<file path="src/rtl/ccd_pkg.sv">
// Shared types and constants for the chunk container deframer.
`default_nettype none

package ccd_pkg;

   localparam int HDR_BYTES  = 8;
   localparam int RSP_DEPTH  = 4;
   localparam int RSP_PTR_W  = $clog2(RSP_DEPTH);
   localparam int RSP_CNT_W  = $clog2(RSP_DEPTH + 1);
   localparam logic [32:0] POS_MAX = '1;
   localparam logic [15:0] MAX_CHUNKS_RESET = 16'd256;

   typedef enum logic [1:0] {
      PH_ROOT = 2'd0,
      PH_HEAD = 2'd1,
      PH_SKIP = 2'd2,
      PH_STOP = 2'd3
   } phase_type;

   typedef enum logic [2:0] {
      ST_OK         = 3'd0,
      ST_SHORT_ROOT = 3'd1,
      ST_SIZE_MISM  = 3'd2,
      ST_TRUNC_HDR  = 3'd3,
      ST_LIMIT      = 3'd4,
      ST_OUTSIDE    = 3'd5
   } status_type;

   typedef enum logic {
      KIND_CHUNK  = 1'b0,
      KIND_STATUS = 1'b1
   } kind_type;

   typedef struct packed {
      kind_type    item_kind;
      logic [31:0] chunk_ident;
      logic [31:0] chunk_length;
      logic [32:0] chunk_offset;
      status_type  status;
      logic [31:0] root_ident;
      logic [31:0] root_length;
      logic [15:0] chunks_found;
      logic        last_result;
   } rsp_type;

   typedef struct packed {
      logic    w0_valid;
      rsp_type w0_data;
      logic    w1_valid;
      rsp_type w1_data;
   } rsp_push_type;

endpackage

`default_nettype wire

</file>
<file path="src/rtl/chunk_container_deframer.sv">
// Top level of the chunk container deframer: header parser, limits, response queue.
`default_nettype none

// Chunk container deframer. Takes a container file one byte per word on the
// req_ channel (req_is_last marks the final byte) and parses an 8-byte
// little-endian root header (id, size) followed by child chunks, each an
// 8-byte header and a skipped payload. Every valid child yields a descriptor
// word on rsp_ (id, size, payload offset within the file); the byte marked
// last yields a final status word (last_result = 1) after any descriptor of
// that same byte, and the parser then returns to its reset state for the next
// file. The first error is sticky and stops further descriptors. Throughput
// is one byte per clock while req_ready is high: each byte is parsed
// combinationally against the parser state registers and its results are
// written straight into a four-word response queue. req_ready stays high
// while the queue has room for two words, so a stalled rsp_ side only backs
// up the input once less room remains. Each result word is registered into
// the queue. max_chunks must be written through csr_wr_en/csr_wr_data only
// while the block is idle; the block does not enforce this. Reset value: 256.
module chunk_container_deframer #(
   parameter int COUNT_WIDTH = 16
) (
   input  wire logic        clock,
   input  wire logic        reset,
   // byte input
   input  wire logic        req_valid,
   output logic             req_ready,
   input  wire logic [7:0]  req_data_byte,
   input  wire logic        req_is_last,
   // result output
   output logic             rsp_valid,
   input  wire logic        rsp_ready,
   output logic             rsp_item_kind,
   output logic [31:0]      rsp_chunk_ident,
   output logic [31:0]      rsp_chunk_length,
   output logic [32:0]      rsp_chunk_offset,
   output logic [2:0]       rsp_status,
   output logic [31:0]      rsp_root_ident,
   output logic [31:0]      rsp_root_length,
   output logic [15:0]      rsp_chunks_found,
   output logic             rsp_last_result,
   // config
   input  wire logic        csr_wr_en,
   input  wire logic [15:0] csr_wr_data
);
   import ccd_pkg::*;

   localparam int CMP_W = (COUNT_WIDTH > 16) ? COUNT_WIDTH : 16;

   // parser state
   logic [15:0]            max_chunks_ff;
   logic [32:0]            pos_ff,      pos_in;
   logic [63:0]            hdr_ff,      hdr_in;
   phase_type              phase_ff,    phase_in;
   logic [2:0]             hcnt_ff,     hcnt_in;
   logic [31:0]            root_id_ff,  root_id_in;
   logic [31:0]            root_len_ff, root_len_in;
   logic [32:0]            root_end_ff, root_end_in;   // root size + 8, file end
   logic [31:0]            left_ff,     left_in;
   logic [COUNT_WIDTH-1:0] child_ff,    child_in;
   status_type             err_ff,      err_in;

   logic                   accept;
   logic [32:0]            next_pos;
   logic [63:0]            shift_new;
   logic [31:0]            hdr_id;
   logic [31:0]            hdr_sz;
   logic [33:0]            chunk_end;
   logic                   desc_v;
   logic                   fin_v;
   rsp_type                desc;
   rsp_type                fin;
   status_type             fin_st;
   rsp_push_type           push;
   rsp_type                rsp_word;

   assign accept    = req_valid & req_ready;
   assign next_pos  = (pos_ff == POS_MAX) ? pos_ff : pos_ff + 33'd1;
   assign shift_new = {req_data_byte, hdr_ff[63:8]};
   assign hdr_id    = shift_new[31:0];
   assign hdr_sz    = shift_new[63:32];
   assign chunk_end = {1'b0, next_pos} + {2'b00, hdr_sz};

   always_comb begin
      pos_in      = pos_ff;
      hdr_in      = hdr_ff;
      phase_in    = phase_ff;
      hcnt_in     = hcnt_ff;
      root_id_in  = root_id_ff;
      root_len_in = root_len_ff;
      root_end_in = root_end_ff;
      left_in     = left_ff;
      child_in    = child_ff;
      err_in      = err_ff;
      desc_v      = 1'b0;
      fin_v       = 1'b0;
      fin_st      = ST_OK;

      desc              = '0;
      desc.item_kind    = KIND_CHUNK;
      desc.chunk_ident  = hdr_id;
      desc.chunk_length = hdr_sz;
      desc.chunk_offset = next_pos;
      desc.status       = ST_OK;
      desc.root_ident   = root_id_ff;
      desc.root_length  = root_len_ff;

      if (accept) begin
         unique case (phase_ff)
            PH_ROOT, PH_HEAD: begin
               hdr_in  = shift_new;
               hcnt_in = hcnt_ff + 3'd1;
               // eighth header byte: header complete
               if (hcnt_ff == 3'd7) begin
                  priority if (phase_ff == PH_ROOT) begin
                     root_id_in  = hdr_id;
                     root_len_in = hdr_sz;
                     root_end_in = {1'b0, hdr_sz} + 33'(HDR_BYTES);
                     phase_in    = PH_HEAD;
                  end else if (CMP_W'(child_ff) >= CMP_W'(max_chunks_ff)) begin
                     err_in   = ST_LIMIT;
                     phase_in = PH_STOP;
                  end else if (chunk_end > {1'b0, root_end_ff}) begin
                     err_in   = ST_OUTSIDE;
                     phase_in = PH_STOP;
                  end else begin
                     desc_v   = 1'b1;
                     child_in = child_ff + 1'b1;
                     left_in  = hdr_sz;
                     phase_in = (hdr_sz != '0) ? PH_SKIP : PH_HEAD;
                  end
               end
            end
            PH_SKIP: begin
               left_in = left_ff - 32'd1;
               if (left_ff == 32'd1) begin
                  phase_in = PH_HEAD;
               end
            end
            PH_STOP: begin
               // errored: bytes only counted
            end
            default: begin
            end
         endcase
         pos_in = next_pos;

         if (req_is_last) begin
            fin_v = 1'b1;
            priority if (pos_in < 33'(HDR_BYTES)) begin
               fin_st = ST_SHORT_ROOT;
            end else if (pos_in != root_end_in) begin
               fin_st = ST_SIZE_MISM;
            end else if (err_in != ST_OK) begin
               fin_st = err_in;
            end else if (phase_in == PH_HEAD && hcnt_in != 3'd0) begin
               fin_st = ST_TRUNC_HDR;
            end else if (phase_in == PH_SKIP) begin
               fin_st = ST_OUTSIDE;
            end else begin
               fin_st = ST_OK;
            end
            // back to reset state for the next file
            pos_in      = '0;
            hdr_in      = '0;
            phase_in    = PH_ROOT;
            hcnt_in     = '0;
            root_id_in  = '0;
            root_len_in = '0;
            root_end_in = 33'(HDR_BYTES);
            left_in     = '0;
            child_in    = '0;
            err_in      = ST_OK;
         end
      end

      fin              = '0;
      fin.item_kind    = KIND_STATUS;
      fin.status       = fin_st;
      fin.root_ident   = accept && (phase_ff == PH_ROOT) && (hcnt_ff == 3'd7)
                         ? hdr_id : root_id_ff;
      fin.root_length  = accept && (phase_ff == PH_ROOT) && (hcnt_ff == 3'd7)
                         ? hdr_sz : root_len_ff;
      fin.chunks_found = 16'(desc_v ? child_ff + 1'b1 : child_ff);
      fin.last_result  = 1'b1;
   end

   // descriptor goes first when both come from one byte
   always_comb begin
      push.w0_valid = desc_v | fin_v;
      push.w0_data  = desc_v ? desc : fin;
      push.w1_valid = desc_v & fin_v;
      push.w1_data  = fin;
   end

   always_ff @(posedge clock) begin
      if (reset) begin
         max_chunks_ff <= MAX_CHUNKS_RESET;
      end else if (csr_wr_en) begin
         max_chunks_ff <= csr_wr_data;
      end
   end

   always_ff @(posedge clock) begin
      if (reset) begin
         pos_ff      <= '0;
         hdr_ff      <= '0;
         phase_ff    <= PH_ROOT;
         hcnt_ff     <= '0;
         root_id_ff  <= '0;
         root_len_ff <= '0;
         root_end_ff <= 33'(HDR_BYTES);
         left_ff     <= '0;
         child_ff    <= '0;
         err_ff      <= ST_OK;
      end else begin
         pos_ff      <= pos_in;
         hdr_ff      <= hdr_in;
         phase_ff    <= phase_in;
         hcnt_ff     <= hcnt_in;
         root_id_ff  <= root_id_in;
         root_len_ff <= root_len_in;
         root_end_ff <= root_end_in;
         left_ff     <= left_in;
         child_ff    <= child_in;
         err_ff      <= err_in;
      end
   end

   ccd_rsp_fifo u_rsp_fifo (
      .clock     (clock),
      .reset     (reset),
      .push      (push),
      .room_two  (req_ready),
      .out_valid (rsp_valid),
      .out_ready (rsp_ready),
      .out_data  (rsp_word)
   );

   assign rsp_item_kind    = rsp_word.item_kind;
   assign rsp_chunk_ident  = rsp_word.chunk_ident;
   assign rsp_chunk_length = rsp_word.chunk_length;
   assign rsp_chunk_offset = rsp_word.chunk_offset;
   assign rsp_status       = rsp_word.status;
   assign rsp_root_ident   = rsp_word.root_ident;
   assign rsp_root_length  = rsp_word.root_length;
   assign rsp_chunks_found = rsp_word.chunks_found;
   assign rsp_last_result  = rsp_word.last_result;

endmodule

`default_nettype wire

</file>
<file path="src/rtl/ccd_rsp_fifo.sv">
// Response queue: takes up to two words per cycle, delivers one per cycle while out_ready is high.
`default_nettype none

module ccd_rsp_fifo (
   input  wire logic           clock,
   input  wire logic           reset,
   input  wire ccd_pkg::rsp_push_type push,
   output logic                room_two,
   output logic                out_valid,
   input  wire logic           out_ready,
   output ccd_pkg::rsp_type    out_data
);
   import ccd_pkg::*;

   rsp_type                mem_ff [RSP_DEPTH];
   logic [RSP_PTR_W-1:0]   head_ff, head_in;
   logic [RSP_PTR_W-1:0]   tail_ff, tail_in;
   logic [RSP_CNT_W-1:0]   cnt_ff, cnt_in;
   logic                   pop;
   logic [RSP_PTR_W-1:0]   tail_next;

   assign out_valid = (cnt_ff != '0);
   assign out_data  = mem_ff[head_ff];
   assign pop       = out_valid & out_ready;
   assign room_two  = (cnt_ff <= RSP_CNT_W'(RSP_DEPTH - 2));
   assign tail_next = tail_ff + 1'b1;

   always_comb begin
      head_in = pop ? head_ff + 1'b1 : head_ff;
      tail_in = tail_ff + RSP_PTR_W'(push.w0_valid) + RSP_PTR_W'(push.w1_valid);
      cnt_in  = cnt_ff + RSP_CNT_W'(push.w0_valid) + RSP_CNT_W'(push.w1_valid)
                - RSP_CNT_W'(pop);
   end

   always_ff @(posedge clock) begin
      if (reset) begin
         head_ff <= '0;
         tail_ff <= '0;
         cnt_ff  <= '0;
      end else begin
         head_ff <= head_in;
         tail_ff <= tail_in;
         cnt_ff  <= cnt_in;
      end
   end

   always_ff @(posedge clock) begin
      if (push.w0_valid) begin
         mem_ff[tail_ff] <= push.w0_data;
      end
      if (push.w1_valid) begin
         mem_ff[tail_next] <= push.w1_data;
      end
   end

endmodule

`default_nettype wire
</file>
<file path="config.mk">
export PLATFORM = sky130hd
export DESIGN_NAME = chunk_container_deframer
export DESIGN_NICKNAME = d
export VERILOG_FILES = /design/src/rtl/ccd_pkg.sv /design/src/rtl/chunk_container_deframer.sv /design/src/rtl/ccd_rsp_fifo.sv
export SDC_FILE = /design/constraint.sdc
export NUM_CORES = 2
export LEC_CHECK = 0
export BUFFER_PORTS_ARGS = -buffer_cell sky130_fd_sc_hd__buf_4
export CAP_MARGIN = 20
export CORE_MARGIN = 1
export CORE_UTILIZATION = 45
export DETAILED_ROUTE_END_ITERATION = 16
export HOLD_SLACK_MARGIN = 0.1
export MAX_ROUTING_LAYER = met4
export SLEW_MARGIN = 20
export SYNTH_ARGS = -nofsm -noshare
export SYNTH_HDL_FRONTEND = slang
export SYNTH_SLANG_ARGS = --single-unit
</file>
<file path="constraint.sdc">
create_clock -name clock -period 8.6 [get_ports clock]
set_clock_uncertainty 0.05 [all_clocks]
set_input_delay 0 -clock clock [delete_from_list [all_inputs] [get_ports clock]]
set_output_delay 0 -clock clock [all_outputs]
set_load 0.005 [all_outputs]
</file>
* After elaboration in Yosys (flattened, before gate mapping)
Memory sizes are Yosys's and may differ from the RTL's. A register that Yosys moved wholly into a read port is not among the register bits.
Cells that the tools add are included.
** Word-level totals
- Register bits after elaboration :: 273
- RAM bits :: 728
- Input port bits :: 30
- Output and inout port bits :: 184
- Logic and storage cells :: 141
- Memories kept :: 1
** Operators by class
- Add/sub/neg operators :: 13
- $lt $le $gt $ge :: 4
- Eq/ne operators :: 15
- Muxes and demuxes :: 73
- Bitwise operators :: 4
- Reductions and logical operators :: 17
** Memory list
- u_rsp_fifo.mem_ff :: words 4, width 182, rd ports 1, clocked after memory_dff 1, wr ports 2, RTL line ccd_rsp_fifo.sv:15 : rsp_type mem_ff [RSP_DEPTH];
** Operator list (number)
- 2-to-1 mux 32 bit :: 15
- 2-to-1 mux 33 bit :: 7
- 2-to-1 mux 182 bit :: 1
- 2-to-1 mux 64 bit :: 2
- 2-to-1 mux 16 bit :: 7
- one-hot mux 32 bit (2 select lines) :: 1
- 2-to-1 mux 3 bit :: 17
- adder 33 x 32 -> 34 bit :: 1
- greater-than comparator 34 x 33 -> 1 bit :: 1
- adder 32 x 4 -> 33 bit, second input constant :: 1
- adder 33 x 1 -> 33 bit, second input constant :: 1
- == test 33 bit, second input constant :: 1
- < comparator 33 x 4 -> 1 bit, second input constant :: 1
- != test 33 bit :: 1
- == test 32 x 1 -> 1 bit, second input constant :: 1
- nonzero test 32 bit :: 1
- subtractor 32 x 1 -> 32 bit, second input constant :: 1
- 2-to-1 mux 2 bit :: 10
- adder 16 x 1 -> 16 bit, second input constant :: 1
- greater-or-equal comparator 16 bit :: 1
- 2-to-1 mux 1 bit :: 12
- != test 3 bit, second input constant :: 4
- AND reduction 6 bit :: 2
- nonzero test 3 bit :: 4
- other kinds (19) :: 32

* Logic depth before layout (Yosys ltp)
- Depth in word-level cells :: 19
- Depth in mapped cells :: 35
- Gate-level depth less buffers :: 33

* By module
From an unflattened synthesis, not the netlist that was laid out.
** Second synthesis, totals
- Cells, all modules :: 4403
- Area total of the unflattened synthesis :: 53700.3 um2
** By module, submodules not included
- ccd_rsp_fifo :: times used 1, cells each 1807, area an instance 35297.6 um2, seq. area each 22041.1 um2
- chunk_container_deframer :: times used 1, cells each 2596, area an instance 18402.6 um2, seq. area each 5165.0 um2

* Least setup slack after synthesis
OpenSTA, ideal clock, no wires.
- Path kind :: reg-to-reg
- From :: reg pos_ff[1]
- To :: mem u_rsp_fifo.mem_ff[1][10] (netlist name) (enable)
- Setup time :: 0.436 ns
- Data arrival time :: 8.539 ns
- Required time :: 8.114 ns
- Path slack :: -0.425 ns
- Stages on the path, launching flop included :: 34
- Path buffers :: 5
- Clock period less this slack :: 9.025 ns
- Cells stage by stage :: dfxtp_1 > ha_1 > clkbuf_1 > nand3_1 > nor2_1 > buf_2 > a21boi_1 > nand4_1 > xor2_1 > inv_1 > ha_1 > nand4_1 > or3_1 > nand4b_1 > o211ai_1 > a21oi_1 > o21ai_0 > a21o_1 > a21oi_1 > xnor2_1 > ha_1 > a2111oi_0 > o21ai_0 > nor2_1 > nand2_1 > o211ai_1 > and3_1 > buf_2 > nand3_2 > maj3_2 > or3_1 > buf_2 > buf_1 > inv_1
** RTL lines
- start: declaration :: RTL line chunk_container_deframer.sv:51 : logic [32:0] pos_ff, pos_in;
- start signal: assignment :: RTL line chunk_container_deframer.sv:216 : pos_ff <= pos_in;
- end: declaration :: RTL line ccd_rsp_fifo.sv:15

==> flow_summary.yaml <==
run_status:
  outcome: "complete, no violations"
yosys:
  synthDominantAreaCellType: "dfxtp_1"
  synth.area.top_cells: "dfxtp_1 29%, edfxtp_1 22%, mux4_2 9.1%"
  synth_cell_types: 94
  synth_net_count: 4263
  yosysSeqAreaShare_pct: 51.64
  dominantRegCellSynth: "dfxtp_1"
  post_synth.cell_area_avg_sq_um: 10.84
  synthDominantCellAreaShare_pct: 29.41
  synth_area_sq_um: 44860
  synth-seq-cells: 991
  postSynth.asyncResetShare_pct: 0
  postSynthCellCount: 4137
  synth_most_common_cell: "dfxtp_1"
  synth.yosys.warnings: 0
  synth-edff-count: 332
  synth_commonest_cells: "659 x dfxtp_1, 620 x nor2_1, 353 x a22o_1"
setup_path:
  cp.required_ns: 9.13
  critical_path.reg2reg.endpoint: "u_rsp_fifo.mem_ff[1][141]"
  r2r_cell_count: 29
  setup.worst_path.end: "u_rsp_fifo.mem_ff[1][141]"
  reg2reg_slack_ns: 0.51
  regToRegStartpoint: "pos_ff[21]"
  crit_path_start_kind: "flip-flop"
  worst_path_max_stage_delay_ns: 0.50
  criticalPathCategory: "reg2reg"
  critPathSlowestCell: "dfxtp_1"
  critPathMaxFanout: 119
  worst_ep_arrival_time_ns: 8.62
  critical_path.startpoint: "pos_ff[21]"
  end_kind: "flip-flop"
floorplanning:
  die_area_sq_um: 100900
  die_y_um: 317.7
  row_count: 115
  start_util_pct: 45.51
  top_level_ports: 214
  fp.dieW_um: 317.7
  core-area_sq_um: 98560
clock_network:
  tritoncts_num_sinks: 991
  htree_num_levels: 3
  ctsLongestPathBuffers: 3
  root_buffer: "clkbuf_16"
  cts_inserted_buffers: 104
  cts.reportedPaths.clkPinSlew_ns: 0.06
  insertion_delay_ns: 0.71
  tritoncts: "built"
timing:
  maxSlewHeadroom_pct: 27.40
  timing.final.hold_violations: 0
  setup_viol_count_final: 0
  tightestPinTransition_ns: 1.089
  min_period_over_period_pct: 94.04
  finalWorstSetupSlack_ns: 0.5124
  rsz0062_at_grt: "false"
  max_freq_ghz: 0.1236
  final_slew_violations: 0
  finalWorstPathRequiredPeriod_ns: 8.088
grt:
  grt.overflow.total: 0
  grt_pass1_vias: 33240
  grt_first_pass_wirelength_um: 215200
  antenna_violations_before_repair: 1
  grt_max_degree: 151
  grtUsageTotal_pct: 28.56
worst_hold_path:
  timing.hold.worst.class: "in2reg"
  min-delay-start: "req_data_byte[5]"
drt:
  dr_total_vias: 34520
  drc: 0
  drt-wirelength-per-cell_um: 25.11
  final_antenna_net_count: 0
  detailedRoute.firstIterationViolations: 3278
  drt-vias-per-instance: 6.046
  dr.pass1.iters: 6
  wl_um: 143400
final_layout:
  nNetsFinal: 4457
  flow.area_growth_from_synthesis_pct: 17.08
  finish.cell_count_without_fillers: 5710
  drive_gt1_share_pct: 17.50
  fill_cells: 8639
placed_design:
  place.detailed.hpwl_um: 88700
  io_buffer_count: 213
  place.gp.congestion: 0.9517
  numPlacedInstances: 5422
  placement.setup.worst_slack_ns: -0.2435
power:
  cellPowerDensity_nw_per_um2: 215.7
  power_leakage_nw: 19.18
  vdd.ir_drop.worst_uv: 169.4
  totalPowerFinal_w: 0.01133
job:
  max_cap_check_violation_count: 0
## layer usage
layer	up-vias	part of all wire, %	routed length [um]	global-route usage (%)
li1	15670	-	-	-
met1	17310	44	63200	39.28
met2	1327	47	67410	44.89
met3	215	6.6	9510	3.617
met4	0	2.3	3254	6.828
met5	-	0	0	-
## cell usage in the layout, fill, tap and decap left out, types with 75 or more instances in the layout
master,netlist,final
dfxtp_1,659,653
mux4_2,181,181
a22oi_1,91,91
dlygate4sd3_1,0,77
a21oi_1,175,173
inv_1,126,122
edfxtp_1,332,332
ha_1,92,91
xnor2_1,75,75
nand2_1,211,207
buf_4,3,328
nor2_1,620,611
mux2i_1,88,88
o21ai_0,186,184
a22o_1,353,353
clkbuf_16,0,108
## state kept, by name (all words and copies together), names as in the netlist, 3 cells and up, named ones only
signal / count
root_id_ff: 32
pos_ff: 33
child_ff: 16
hcnt_ff: 3
u_rsp_fifo.mem_ff: 724
err_ff: 3
root_end_ff: 33
left_ff: 32
hdr_ff: 56
root_len_ff: 32
u_rsp_fifo.cnt_ff: 3
max_chunks_ff: 16
## logic make-up after synthesis
| logic type | count (synthesis) | share of synthesized area (%) |
|---|---|---|
| buffers and inverters | 464 | 4.011 |
| flip-flops | 991 | 51.64 |
| XOR/XNOR | 126 | 2.508 |
| multiplexers | 275 | 11.20 |
| AO/OA/AOI/OAI | 1003 | 16.04 |
| AND/OR/NAND/NOR | 1181 | 11.84 |
| adder cells (fa/ha/maj) | 97 | 2.770 |
## worst min path at each step
stage	slack, ns	end	cells after the start
after floorplan	0.08	max_chunks_ff[8]	2
after global placement	0.18	max_chunks_ff[1]	3
after detailed placement	0.20	max_chunks_ff[7]	3
after CTS	0.17	u_rsp_fifo.mem_ff[0][146]	3
after global routing	0.20	u_rsp_fifo.mem_ff[0][146]	3
final	0.22	u_rsp_fifo.mem_ff[0][146]	3
## critical path: cells and delay by family, from the launching register on
family                   cells  cell delay (ns)
adder cells (fa/ha/maj)      4             1.31
flip-flops                   1             0.50
buffers and inverters        3             0.49
XOR/XNOR                     2             0.33
AO/OA/AOI/OAI               10             2.54
AND/OR/NAND/NOR             10             2.62
## per-stage QoR
| stage | cell area, sq um | hold slack, ns | TNS, ns | util (%) |
|---|---|---|---|---|
| after CTS | 52290 | 0.1720 | 0 | 53.05 |
| after detailed placement | 48020 | 0.1959 | -30.98 | 48.72 |
| after global placement | 48020 | 0.1830 | -0.2023 | 48.72 |
| after global routing | 52520 | 0.1951 | 0 | 53.28 |
| final | 52520 | 0.2212 | 0 | 53.28 |
| after floorplan | 44870 | 0.08038 | 0 | - |
## area by class of cell
class	count	area (sq um)	share of cell area, %
Sequential cell	991	23170	44.13
Multi-Input combinational cell	2682	20140	38.35
Timing Repair Buffer	424	3608	6.871
Clock buffer	165	3079	5.863
Tap cell	1287	1610	3.066
Inverter	128	494.2	0.9411
Clock inverter	32	410.4	0.7814
Antenna cell	1	2.502	0.004765
## power by group
| group | internal [W] | switching, W | leakage (nW) |
|---|---|---|---|
| clock network | 0.00262 | 0.00194 | 1.69 |
| registers | 0.00493 | 0.0000911 | 8.12 |
| logic | 0.000731 | 0.00102 | 9.36 |
| total | 0.00828 | 0.00305 | 19.2 |
## timing repair
item	in CTS	in global routing
hold buffers	77	0
buffers inserted	0	12
endpoints found under the setup margin	373	1041
gates resized for setup	2	22
pin swaps	0	6
hold endpoints to repair	228	0
cloned	0	1
Note: power is estimated with default switching activity, not from simulation.
